File: src/hdl/uuidp_pkg.sv
// ---------------------------------------------------------------------------
// uuidp_pkg
// Types, constants and helpers shared by the identifier text parser.
// ---------------------------------------------------------------------------
package uuidp_pkg;

    localparam int POS_W       = 6;
    localparam int CHAR_W      = 8;
    localparam int NIBBLE_W    = 4;
    localparam int HALF_W      = 64;
    localparam int QUEUE_DEPTH = 2;

    localparam int M_FIELDS_W  = 1 + 2 * HALF_W;
    localparam int M_TDATA_W   = ((M_FIELDS_W + 7) / 8) * 8;
    localparam int M_PAD_W     = M_TDATA_W - M_FIELDS_W;

    localparam logic [POS_W-1:0] LAST_POS = 6'd35;  // index of the 36th character
    localparam logic [POS_W-1:0] TEXT_LEN = 6'd36;
    localparam logic [POS_W-1:0] POS_MAX  = 6'd63;

    localparam logic [POS_W-1:0] HYPHEN_POS_A = 6'd8;
    localparam logic [POS_W-1:0] HYPHEN_POS_B = 6'd13;
    localparam logic [POS_W-1:0] HYPHEN_POS_C = 6'd18;
    localparam logic [POS_W-1:0] HYPHEN_POS_D = 6'd23;

    localparam logic [CHAR_W-1:0] CHAR_HYPHEN = 8'h2D;
    localparam logic [CHAR_W-1:0] CHAR_0      = 8'h30;
    localparam logic [CHAR_W-1:0] CHAR_9      = 8'h39;
    localparam logic [CHAR_W-1:0] CHAR_A      = 8'h61;
    localparam logic [CHAR_W-1:0] CHAR_F      = 8'h66;
    localparam logic [NIBBLE_W-1:0] NIBBLE_TEN = 4'd10;

    // One classified character as it travels from the front end to the back end.
    typedef struct packed {
        logic                last;
        logic                bad;
        logic                shift_en;
        logic [NIBBLE_W-1:0] nibble;
        logic                len_ok;
    } token_t;

    typedef struct packed {
        logic                valid;
        logic [NIBBLE_W-1:0] value;
    } hex_t;

    // Lower-case hex digit decode.
    function automatic hex_t hex_decode(input logic [CHAR_W-1:0] c);
        hex_t         h;
        logic [CHAR_W-1:0] d;
        h = '0;
        d = '0;
        if (c >= CHAR_0 && c <= CHAR_9) begin
            d       = c - CHAR_0;
            h.valid = 1'b1;
            h.value = d[NIBBLE_W-1:0];
        end else if (c >= CHAR_A && c <= CHAR_F) begin
            d       = c - CHAR_A;
            h.valid = 1'b1;
            h.value = d[NIBBLE_W-1:0] + NIBBLE_TEN;
        end
        return h;
    endfunction

endpackage

File: src/hdl/uuid_text_parser.sv
// ---------------------------------------------------------------------------
// uuid_text_parser
// Parser for the canonical lower-case text form of a 128-bit identifier.
// ---------------------------------------------------------------------------
// Throughput: one character per cycle while the queue is not full; the queue
// and the output register let a new beat in while a result waits. A last
// character passes through the queue into the output register behind m_tvalid,
// waiting in the queue while an unread result holds the output register.
// Reset: aresetn (synchronous, active low) clears the position, the latched
// fault, the accumulator, the queue and the output valid.
module uuid_text_parser #(
    parameter int QUEUE_DEPTH = uuidp_pkg::QUEUE_DEPTH
) (
    input  logic                             aclk,
    input  logic                             aresetn,
    input  logic                             s_tvalid,
    output logic                             s_tready,
    input  logic [uuidp_pkg::CHAR_W-1:0]     s_tdata,   // [7:0] character
    input  logic                             s_tlast,   // last_char
    output logic                             m_tvalid,
    input  logic                             m_tready,
    // [0] id_ok, [64:1] id_upper, [128:65] id_lower, [135:129] zero
    output logic [uuidp_pkg::M_TDATA_W-1:0]  m_tdata
);
    logic                           push, pop, queue_full, queue_empty;
    uuidp_pkg::token_t              push_tok, head_tok;
    logic                           id_ok;
    logic [uuidp_pkg::HALF_W-1:0]   id_upper, id_lower;

    uuidp_front u_front (
        .aclk       (aclk),
        .aresetn    (aresetn),
        .s_tvalid   (s_tvalid),
        .s_tready   (s_tready),
        .s_tdata    (s_tdata),
        .s_tlast    (s_tlast),
        .queue_full (queue_full),
        .push       (push),
        .push_tok   (push_tok)
    );

    uuidp_queue #(
        .DEPTH (QUEUE_DEPTH)
    ) u_queue (
        .aclk     (aclk),
        .aresetn  (aresetn),
        .push     (push),
        .push_tok (push_tok),
        .full     (queue_full),
        .pop      (pop),
        .head_tok (head_tok),
        .empty    (queue_empty)
    );

    uuidp_back u_back (
        .aclk        (aclk),
        .aresetn     (aresetn),
        .queue_empty (queue_empty),
        .head_tok    (head_tok),
        .pop         (pop),
        .m_tvalid    (m_tvalid),
        .m_tready    (m_tready),
        .id_ok       (id_ok),
        .id_upper    (id_upper),
        .id_lower    (id_lower)
    );

    assign m_tdata = {{uuidp_pkg::M_PAD_W{1'b0}}, id_lower, id_upper, id_ok};

endmodule

File: src/hdl/uuidp_queue.sv
// ---------------------------------------------------------------------------
// uuidp_queue
// Short first-in first-out queue of classified characters.
// ---------------------------------------------------------------------------
module uuidp_queue #(
    parameter int DEPTH = uuidp_pkg::QUEUE_DEPTH
) (
    input  logic              aclk,
    input  logic              aresetn,
    input  logic              push,
    input  uuidp_pkg::token_t push_tok,
    output logic              full,
    input  logic              pop,
    output uuidp_pkg::token_t head_tok,
    output logic              empty
);
    localparam int PTR_W = (DEPTH > 1) ? $clog2(DEPTH) : 1;
    localparam int CNT_W = $clog2(DEPTH + 1);
    localparam logic [PTR_W-1:0] PTR_LAST = PTR_W'(DEPTH - 1);
    localparam logic [CNT_W-1:0] CNT_FULL = CNT_W'(DEPTH);

    uuidp_pkg::token_t slot_reg [DEPTH];
    logic [PTR_W-1:0]  wr_ptr_reg, wr_ptr_next;
    logic [PTR_W-1:0]  rd_ptr_reg, rd_ptr_next;
    logic [CNT_W-1:0]  count_reg,  count_next;

    assign full     = (count_reg == CNT_FULL);
    assign empty    = (count_reg == '0);
    assign head_tok = slot_reg[rd_ptr_reg];

    always_comb begin
        wr_ptr_next = wr_ptr_reg;
        rd_ptr_next = rd_ptr_reg;
        count_next  = count_reg;
        if (push) begin
            wr_ptr_next = (wr_ptr_reg == PTR_LAST) ? '0 : wr_ptr_reg + 1'b1;
        end
        if (pop) begin
            rd_ptr_next = (rd_ptr_reg == PTR_LAST) ? '0 : rd_ptr_reg + 1'b1;
        end
        if (push && !pop) begin
            count_next = count_reg + 1'b1;
        end else if (pop && !push) begin
            count_next = count_reg - 1'b1;
        end
    end

    always_ff @(posedge aclk) begin
        if (!aresetn) begin
            wr_ptr_reg <= '0;
            rd_ptr_reg <= '0;
            count_reg  <= '0;
        end else begin
            wr_ptr_reg <= wr_ptr_next;
            rd_ptr_reg <= rd_ptr_next;
            count_reg  <= count_next;
        end
    end

    always_ff @(posedge aclk) begin
        if (push) begin
            slot_reg[wr_ptr_reg] <= push_tok;
        end
    end

endmodule

File: src/hdl/uuidp_front.sv
// ---------------------------------------------------------------------------
// uuidp_front
// Accepts characters, tracks the position in the string and classifies each
// character against the canonical layout.
// ---------------------------------------------------------------------------
module uuidp_front (
    input  logic                           aclk,
    input  logic                           aresetn,
    input  logic                           s_tvalid,
    output logic                           s_tready,
    input  logic [uuidp_pkg::CHAR_W-1:0]   s_tdata,   // [7:0] character
    input  logic                           s_tlast,   // last_char
    input  logic                           queue_full,
    output logic                           push,
    output uuidp_pkg::token_t              push_tok
);
    logic [uuidp_pkg::POS_W-1:0] pos_reg, pos_next;
    uuidp_pkg::hex_t             hex;
    logic                        hyphen_slot;

    assign s_tready = !queue_full;
    assign push     = s_tvalid && s_tready;

    always_comb begin
        hex         = uuidp_pkg::hex_decode(s_tdata);
        hyphen_slot = pos_reg inside {uuidp_pkg::HYPHEN_POS_A, uuidp_pkg::HYPHEN_POS_B,
                                      uuidp_pkg::HYPHEN_POS_C, uuidp_pkg::HYPHEN_POS_D};
        push_tok        = '0;
        push_tok.last   = s_tlast;
        push_tok.len_ok = (pos_reg == uuidp_pkg::LAST_POS);
        push_tok.nibble = hex.value;
        if (pos_reg >= uuidp_pkg::TEXT_LEN) begin
            push_tok.bad = 1'b1;
        end else if (hyphen_slot) begin
            push_tok.bad = (s_tdata != uuidp_pkg::CHAR_HYPHEN);
        end else begin
            push_tok.bad      = !hex.valid;
            push_tok.shift_en = hex.valid;
        end

        pos_next = pos_reg;
        if (push) begin
            if (s_tlast) begin
                pos_next = '0;
            end else if (pos_reg != uuidp_pkg::POS_MAX) begin
                pos_next = pos_reg + 1'b1;
            end
        end
    end

    always_ff @(posedge aclk) begin
        if (!aresetn) begin
            pos_reg <= '0;
        end else begin
            pos_reg <= pos_next;
        end
    end

endmodule

File: src/hdl/uuidp_back.sv
// ---------------------------------------------------------------------------
// uuidp_back
// Shifts digit nibbles into the 128-bit value, latches faults and registers
// one result per string.
// ---------------------------------------------------------------------------
module uuidp_back (
    input  logic                           aclk,
    input  logic                           aresetn,
    input  logic                           queue_empty,
    input  uuidp_pkg::token_t              head_tok,
    output logic                           pop,
    output logic                           m_tvalid,
    input  logic                           m_tready,
    output logic                           id_ok,
    output logic [uuidp_pkg::HALF_W-1:0]   id_upper,
    output logic [uuidp_pkg::HALF_W-1:0]   id_lower
);
    localparam int ACC_W = 2 * uuidp_pkg::HALF_W;

    logic [ACC_W-1:0]            acc_reg, acc_next, acc_shift;
    logic                        fault_reg, fault_next, fault_upd;
    logic                        nz_reg, nz_next, nz_upd;
    logic                        valid_reg, valid_next;
    logic                        ok_reg, ok_next;
    logic [ACC_W-1:0]            value_reg, value_next;

    // A last beat needs the output register free; other beats drain freely.
    assign pop = !queue_empty && (!head_tok.last || !valid_reg || m_tready);

    always_comb begin
        acc_shift = {acc_reg[ACC_W-uuidp_pkg::NIBBLE_W-1:0], head_tok.nibble};
        fault_upd = fault_reg || head_tok.bad;
        nz_upd    = nz_reg || (head_tok.shift_en && (head_tok.nibble != '0));
        acc_next   = acc_reg;
        fault_next = fault_reg;
        nz_next    = nz_reg;
        valid_next = valid_reg && !m_tready;
        ok_next    = ok_reg;
        value_next = value_reg;
        if (pop) begin
            if (head_tok.shift_en) begin
                acc_next = acc_shift;
            end
            fault_next = fault_upd;
            nz_next    = nz_upd;
            if (head_tok.last) begin
                valid_next = 1'b1;
                ok_next    = !fault_upd && head_tok.len_ok && nz_upd;
                value_next = ok_next ? acc_next : '0;
                acc_next   = '0;
                fault_next = 1'b0;
                nz_next    = 1'b0;
            end
        end
    end

    always_ff @(posedge aclk) begin
        if (!aresetn) begin
            acc_reg   <= '0;
            fault_reg <= 1'b0;
            nz_reg    <= 1'b0;
            valid_reg <= 1'b0;
        end else begin
            acc_reg   <= acc_next;
            fault_reg <= fault_next;
            nz_reg    <= nz_next;
            valid_reg <= valid_next;
        end
    end

    always_ff @(posedge aclk) begin
        ok_reg    <= ok_next;
        value_reg <= value_next;
    end

    assign m_tvalid = valid_reg;
    assign id_ok    = ok_reg;
    assign id_upper = value_reg[ACC_W-1:uuidp_pkg::HALF_W];
    assign id_lower = value_reg[uuidp_pkg::HALF_W-1:0];

endmodule

File: config.mk
export PLATFORM = sky130hd
export DESIGN_NAME = uuid_text_parser
export DESIGN_NICKNAME = d
export VERILOG_FILES = /design/src/hdl/uuidp_pkg.sv /design/src/hdl/uuid_text_parser.sv /design/src/hdl/uuidp_queue.sv /design/src/hdl/uuidp_front.sv /design/src/hdl/uuidp_back.sv
export SDC_FILE = /design/constraint.sdc
export NUM_CORES = 1
export LEC_CHECK = 0
export BUFFER_PORTS_ARGS = -buffer_cell sky130_fd_sc_hd__buf_4
export CAP_MARGIN = 20
export CORE_MARGIN = 2
export CORE_UTILIZATION = 30
export DETAILED_ROUTE_END_ITERATION = 6
export PLACE_DENSITY_LB_ADDON = 0.3
export SLEW_MARGIN = 0
export SYNTH_ARGS = -nofsm -noshare
export SYNTH_HDL_FRONTEND = slang
export SYNTH_HIERARCHICAL = 1
export SYNTH_SLANG_ARGS = --single-unit
File: constraint.sdc
create_clock -name aclk -period 18.7 [get_ports aclk]
set_input_delay 2.805 -clock aclk [delete_from_list [all_inputs] [get_ports aclk]]
set_output_delay 2.805 -clock aclk [all_outputs]
set_load 0.005 [all_outputs]
==> summary.md, run 1 <==
| Metric | Value |
|---|---|
| Setup_tns | `0 ps` |
| CTS root buf | `clkbuf_16` |
| Final setup viols | `0` |
| Worst-path clk slew | `60 ps` |
| Top cells by count, synth | `edfxtp_1 (145), dfxtp_1 (142), nor2_1 (139)` |
| Chip width | `198 um` |
| Net switching power | `0.494 mW` |
| Synthesized area per cell | `13.2 sq um` |
| Vias in the first global route | `6,815` |
| Share of cells above drive strength 1 | `21.6%` |
| H-tree lvl count | `2` |
| Iteration-0 DRC Markers | `448` |
| Final core utilization | `37.2%` |
| Worst slew margin | `28.8%` |
| Top cell type's share of synthesized area | `38.4%` |
| Total power draw | `1.81 mW` |
| #FFs+latches synth | `287` |
| Critical Path Sink Type | `register` |
| Starting Density | `30.3%` |
| Core area | `37,400 sq um` |
| Initial antenna violation count | `0` |
| Number of max-cap violations | `0` |
| Placed inst area | `12,800 sq um` |
| Async SR Flop Fraction | `0%` |
| CP Launch Type | `input port` |
| Cts hold-fix bufs | `0` |
| DRC | `0` |
| CP required | `19,140 ps` |
| DR WL/cell | `15.9 um` |
| Met2 Usage GRT | `19.6%` |
| Synthesized area | `11,300 sq um` |
| Power per cell area | `130 nW/um^2` |
| Synth area leaders | `edfxtp_1 (38%), dfxtp_1 (25%), mux2i_1 (12%)` |
| RSZ-0062 raised after global routing | `false` |
| Dpl ws | `13,650 ps` |
| Status | `completed` |
| Yosys warning count | `6` |
| Critical path data arrival time | `4800 ps` |
| Crit path max fanout | `52` |
| Post-CTS Resized | `0` |
| FF-to-FF path depth | `5` |
| Hold depth | `1` |
| Final worst slack | `14,340 ps` |
| Post-Synthesis Cells | `858` |
| Distinct cells, synth | `52` |
| ANT cells | `0` |
| Post-Place Cells | `1,456` |
| Final nets | `1,004` |
| Hold WC Path Type | `register to register` |
| Clk network pwr share | `35.5%` |
| Max Slew Vio Count | `0` |
| Slew at the pin closest to its max-slew limit | `1070 ps` |
| Total CTS buffers | `34` |
| Synth-to-Final Area Change | `22.8%` |
| # Post-CTS Setup Buffers | `0` |
| Max Root-Sink Buffers | `3` |
| Post-route insts no fill | `1,519` |
| Register area share after synthesis | `63.6%` |
| # rows | `71` |
| Grt met1 use | `16.6%` |
| TritonCTS clock tree | `yes` |
| Cell internal pwr | `1.32 mW` |
| ANT nets after route | `0` |
| Final Cell Area | `13,900 sq um` |
| Fin crit share | `23.3%` |
| Port Buffer Count | `143` |
| Max Fclk | `0.229 GHz` |
| Wire length of the first global-routing pass | `38,400 um` |
| GRT busiest layer | `met2` |
| Synth Flop Type | `edfxtp_1` |
| Final Critical Period | `4360 ps` |
| DIE AREA | `39,300 sq um` |
| Max VDD drop | `0.0555 mV` |
| WL final | `24,200 um` |
| Worst Hold Slack | `481 ps` |
| Top Ports | `151` |
| Clock tree sinks | `287` |
| Logic gate share of total power | `19.7%` |
| Flop pwr share | `44.8%` |
| Drt first pass iters | `4` |
| Worst Skew | `18.3 ps` |
| Overflow after GRT | `0` |
| Final hold vios | `0` |
| LEAKAGE | `5.17 nW` |
| Die Height | `198 um` |
| Number of synthesized flops with an enable pin | `145` |
| FILL cells | `3,602` |
| Routability cong. | `0.723` |
| Largest net degree at the start of global routing | `101` |
| Leading area contributor after synthesis | `edfxtp_1` |
| Total GRT Usage | `12.4%` |
| GR Layer Usage met3 | `2.83%` |
| Clock latency on the worst-skew pair | `510 ps` |
| Most frequent cell after synthesis | `edfxtp_1` |
| Vias/cell | `4.59` |
| HPWL Detailed | `14,500 um` |
| Kind of critical path | `input port to register` |
| Switching Fraction | `27.2%` |
| Via count | `6,973` |
cells by family (layout without fill, tap and decap cells):
group | count (synthesis) | in the layout | share of synthesized area [%]
buffers and inverters | 78 | 222 | 3.58
XOR/XNOR | 6 | 6 | 0.464
flip-flops | 287 | 287 | 63.6
other | 1 | 7 | 0.0331
adder cells (fa/ha/maj) | 8 | 8 | 0.884
multiplexers | 140 | 140 | 12.5
AND/OR/NAND/NOR | 185 | 185 | 7.54
AO/OA/AOI/OAI | 153 | 153 | 11.5
final cells by class:
class | instances | area (sq um) | area share [%]
Clock buffer | 43 | 916 | 6.59
Clock inverter | 18 | 164 | 1.18
Inverter | 10 | 37.5 | 0.270
Multi-Input combinational cell | 499 | 3780 | 27.2
Sequential cell | 287 | 7200 | 51.8
Tap cell | 511 | 639 | 4.60
Timing Repair Buffer | 151 | 1170 | 8.39
worst paths after layout:
| path | start | end | slack (ps) |
|---|---|---|---|
| hold reg to reg | u_back/acc_reg[126]$_SDFFE_PN0N_ | u_back/acc_reg[126]$_SDFFE_PN0N_ | 480 |
| setup / recovery | m_tready | u_back/acc_reg[65]$_SDFFE_PN0N_ | 14340 |
| hold / removal | u_back/acc_reg[126]$_SDFFE_PN0N_ | u_back/acc_reg[126]$_SDFFE_PN0N_ | 480 |
| setup reg to reg | register | u_back/value_reg[6]$_SDFFCE_PN0P_ | 14760 |
cells in the final DEF, fill, tap and decap left out, drive strengths merged, types with 2 or more instances in the layout:
| cell | netlist | final |
|---|---|---|
| mux2 | 9 | 9 |
| nor4b | 2 | 2 |
| bufinv | 0 | 3 |
| nand3 | 3 | 3 |
| o21bai | 2 | 2 |
| o2111ai | 2 | 2 |
| conb | 1 | 7 |
| nand4 | 2 | 2 |
| o21a | 2 | 2 |
| ha | 8 | 8 |
| nor2b | 7 | 7 |
| xnor2 | 2 | 2 |
| o21ai | 7 | 7 |
| nand3b | 2 | 2 |
| clkinv | 0 | 13 |
| inv | 10 | 11 |
| dfxtp | 142 | 142 |
| and2 | 6 | 6 |
| a22o | 129 | 129 |
| a21oi | 6 | 6 |
| clkbuf | 17 | 43 |
| buf | 51 | 151 |
| or3 | 3 | 3 |
| nor2 | 139 | 139 |
| nand2b | 4 | 4 |
| nand2 | 5 | 5 |
| edfxtp | 145 | 145 |
| xor2 | 4 | 4 |
| and3 | 3 | 3 |
| mux2i | 131 | 131 |
critical path: stages:
cell and delay [ps]:
buf_4 110, and3b_1 220, o31a_2 540, buf_4 580, buf_12 310, a22o_1 190
metal layers:
metal  share of wire, %  wire (um)  vias up
li1                   -          -     3409
met2                 47      11300      153
met4                2.5        597        0
met3                4.9       1200       40
met5                  0          0        -
met1                 46      11100     3371
power by group through the flow:
stage,logic (mW),registers (mW),clock network [mW]
2_1_floorplan,0.189,0.836,0
3_3_place_gp,0.359,0.830,0
3_5_place_dp,0.362,0.830,0
4_1_cts,0.362,0.817,0.664
5_1_grt,0.390,0.822,0.687
6_report,0.356,0.813,0.643
Power figures use the tool's default switching activity.
==> run 2, diff against run 1 <==
==> constraint.sdc (replaced) <==
create_clock -name aclk -period 4.1 [get_ports aclk]
set_input_delay 0.615 -clock aclk [delete_from_list [all_inputs] [get_ports aclk]]
set_output_delay 0.615 -clock aclk [all_outputs]
set_load 0.005 [all_outputs]
==> run 2 against run 1 <==
Worst hold slack got worse by 180 ps. Non-clock buffer count fell by 1. Clock power rose to 4.0 times the previous value. Via count fell by 0.37%. Combinational power rose to 4.6 times the previous value. Setup slack got worse by 13000 ps. Global-route usage fell by 0.39 points. Core utilization fell by 0.33 points. Clock skew rose by 4.2 ps. Highest routed layer unchanged. Sequential share of layout area rose by 0.46 points. Critical path type is now register to register. Critical path depth fell by 1. Cell area fell by 0.88%.
==> summary.md, run 2 (synthesis results as in run 1) <==
| Metric | Value |
|---|---|
| Status | `completed` |
| Clock tree sinks | `287` |
| DIE AREA | `39,300 sq um` |
| Final core utilization | `36.9%` |
| Max Root-Sink Buffers | `3` |
| Total GRT Usage | `12.0%` |
| Overflow after GRT | `0` |
| # rows | `71` |
| Dpl ws | `1160 ps` |
| LEAKAGE | `5.11 nW` |
| Clock latency on the worst-skew pair | `560 ps` |
| Drt first pass iters | `5` |
| Share of cells above drive strength 1 | `21.5%` |
| Vias/cell | `4.59` |
| Starting Density | `30.3%` |
| Total CTS buffers | `30` |
| Slew at the pin closest to its max-slew limit | `992 ps` |
| Final hold vios | `0` |
| Most frequent cells in the layout | `buf_4 (146), edfxtp_1 (145), dfxtp_1 (142), nor2_1 (138), mux2i_1 (131)` |
| TritonCTS clock tree | `yes` |
| RSZ-0062 raised after global routing | `false` |
| Final Critical Period | `2930 ps` |
| Final Cell Area | `13,800 sq um` |
| Max Slew Vio Count | `0` |
| Max Fclk | `0.341 GHz` |
| Final nets | `999` |
| Setup_tns | `0 ps` |
| CP required | `4590 ps` |
| Top Ports | `151` |
| ANT nets after route | `0` |
| Number of max-cap violations | `0` |
| Final worst slack | `1170 ps` |
| Largest net degree at the start of global routing | `130` |
| Worst Hold Slack | `302 ps` |
| Die Height | `198 um` |
| Initial antenna violation count | `0` |
| Placed inst area | `12,800 sq um` |
| Max VDD drop | `0.244 mV` |
| Cts hold-fix bufs | `0` |
| CP Launch Type | `register` |
| Final setup viols | `0` |
| Worst slew margin | `33.9%` |
| Iteration-0 DRC Markers | `473` |
| Most common cell after layout, fill and taps aside | `buf_4` |
| Vias in the first global route | `6,845` |
| Post-Place Cells | `1,457` |
| DR WL/cell | `15.9 um` |
| Worst-path clk slew | `60 ps` |
| Core area | `37,400 sq um` |
| # Post-CTS Setup Buffers | `0` |
| DRC | `0` |
| Crit path max fanout | `105` |
| Worst Skew | `22.4 ps` |
| H-tree lvl count | `1` |
| Hold_sp | `s_tlast` |
| ANT cells | `0` |
| HPWL Detailed | `13,900 um` |
| Wire length of the first global-routing pass | `38,000 um` |
| Total power draw | `7.95 mW` |
| Critical Path Sink Type | `register` |
| Port Buffer Count | `143` |
| Synth-to-Final Area Change | `21.7%` |
| Kind of critical path | `register to register` |
| Hold WC Path Type | `input port to register` |
| CTS root buf | `clkbuf_16` |
| Post-route insts no fill | `1,513` |
| Fin crit share | `71.4%` |
| WL final | `24,100 um` |
| Via count | `6,947` |
| Routability cong. | `0.698` |
| Post-CTS Resized | `0` |
| Chip width | `198 um` |
| Power per cell area | `577 nW/um^2` |
| Critical path data arrival time | `3420 ps` |
[run 2: layer usage]
layer | vias to the layer above | GRT usage (%) | share of wire [%] | wire, um
met4 | 0 | 3.43 | 2.1 | 495
li1 | 3393 | - | - | -
met2 | 158 | 18.6 | 45 | 10900
met3 | 38 | 2.10 | 5.0 | 1210
met5 | - | 0 | 0 | 0
met1 | 3358 | 17.1 | 48 | 11500
[run 2: final cells by class]
class / instances / area [sq um]
fill: 3618 / 23600
sequential: 287 / 7200
multi-input combinational: 499 / 3780
timing repair buffer: 150 / 1180
clock buffer: 43 / 850
tap: 511 / 639
clock inverter: 13 / 97.6
inverter: 10 / 37.5
[run 2: worst paths after layout]
path | to | cells after the start | slack, ps
worst max register to register | u_back/acc_reg[127]$_SDFFE_PN0N_ | 5 | 1170
worst min register to register | u_back/acc_reg[124]$_SDFFE_PN0N_ | 1 | 480
worst min-delay path | u_queue/slot_reg[1][7]$_DFFE_PP_ | 1 | 300
worst max-delay path | u_back/acc_reg[127]$_SDFFE_PN0N_ | 5 | 1170
[run 2: where the power goes]
part | internal [mW] | switching (mW)
Clock | 1.50 | 1.10
Sequential | 3.52 | 0.179
Combinational | 0.729 | 0.921
[run 2: critical path, stage by stage, from the launching register on]
cell and delay, ps:
dfxtp_1 560, mux2_8 630, nor2_1 210, o31a_2 510
buf_12 430, a22o_1 230
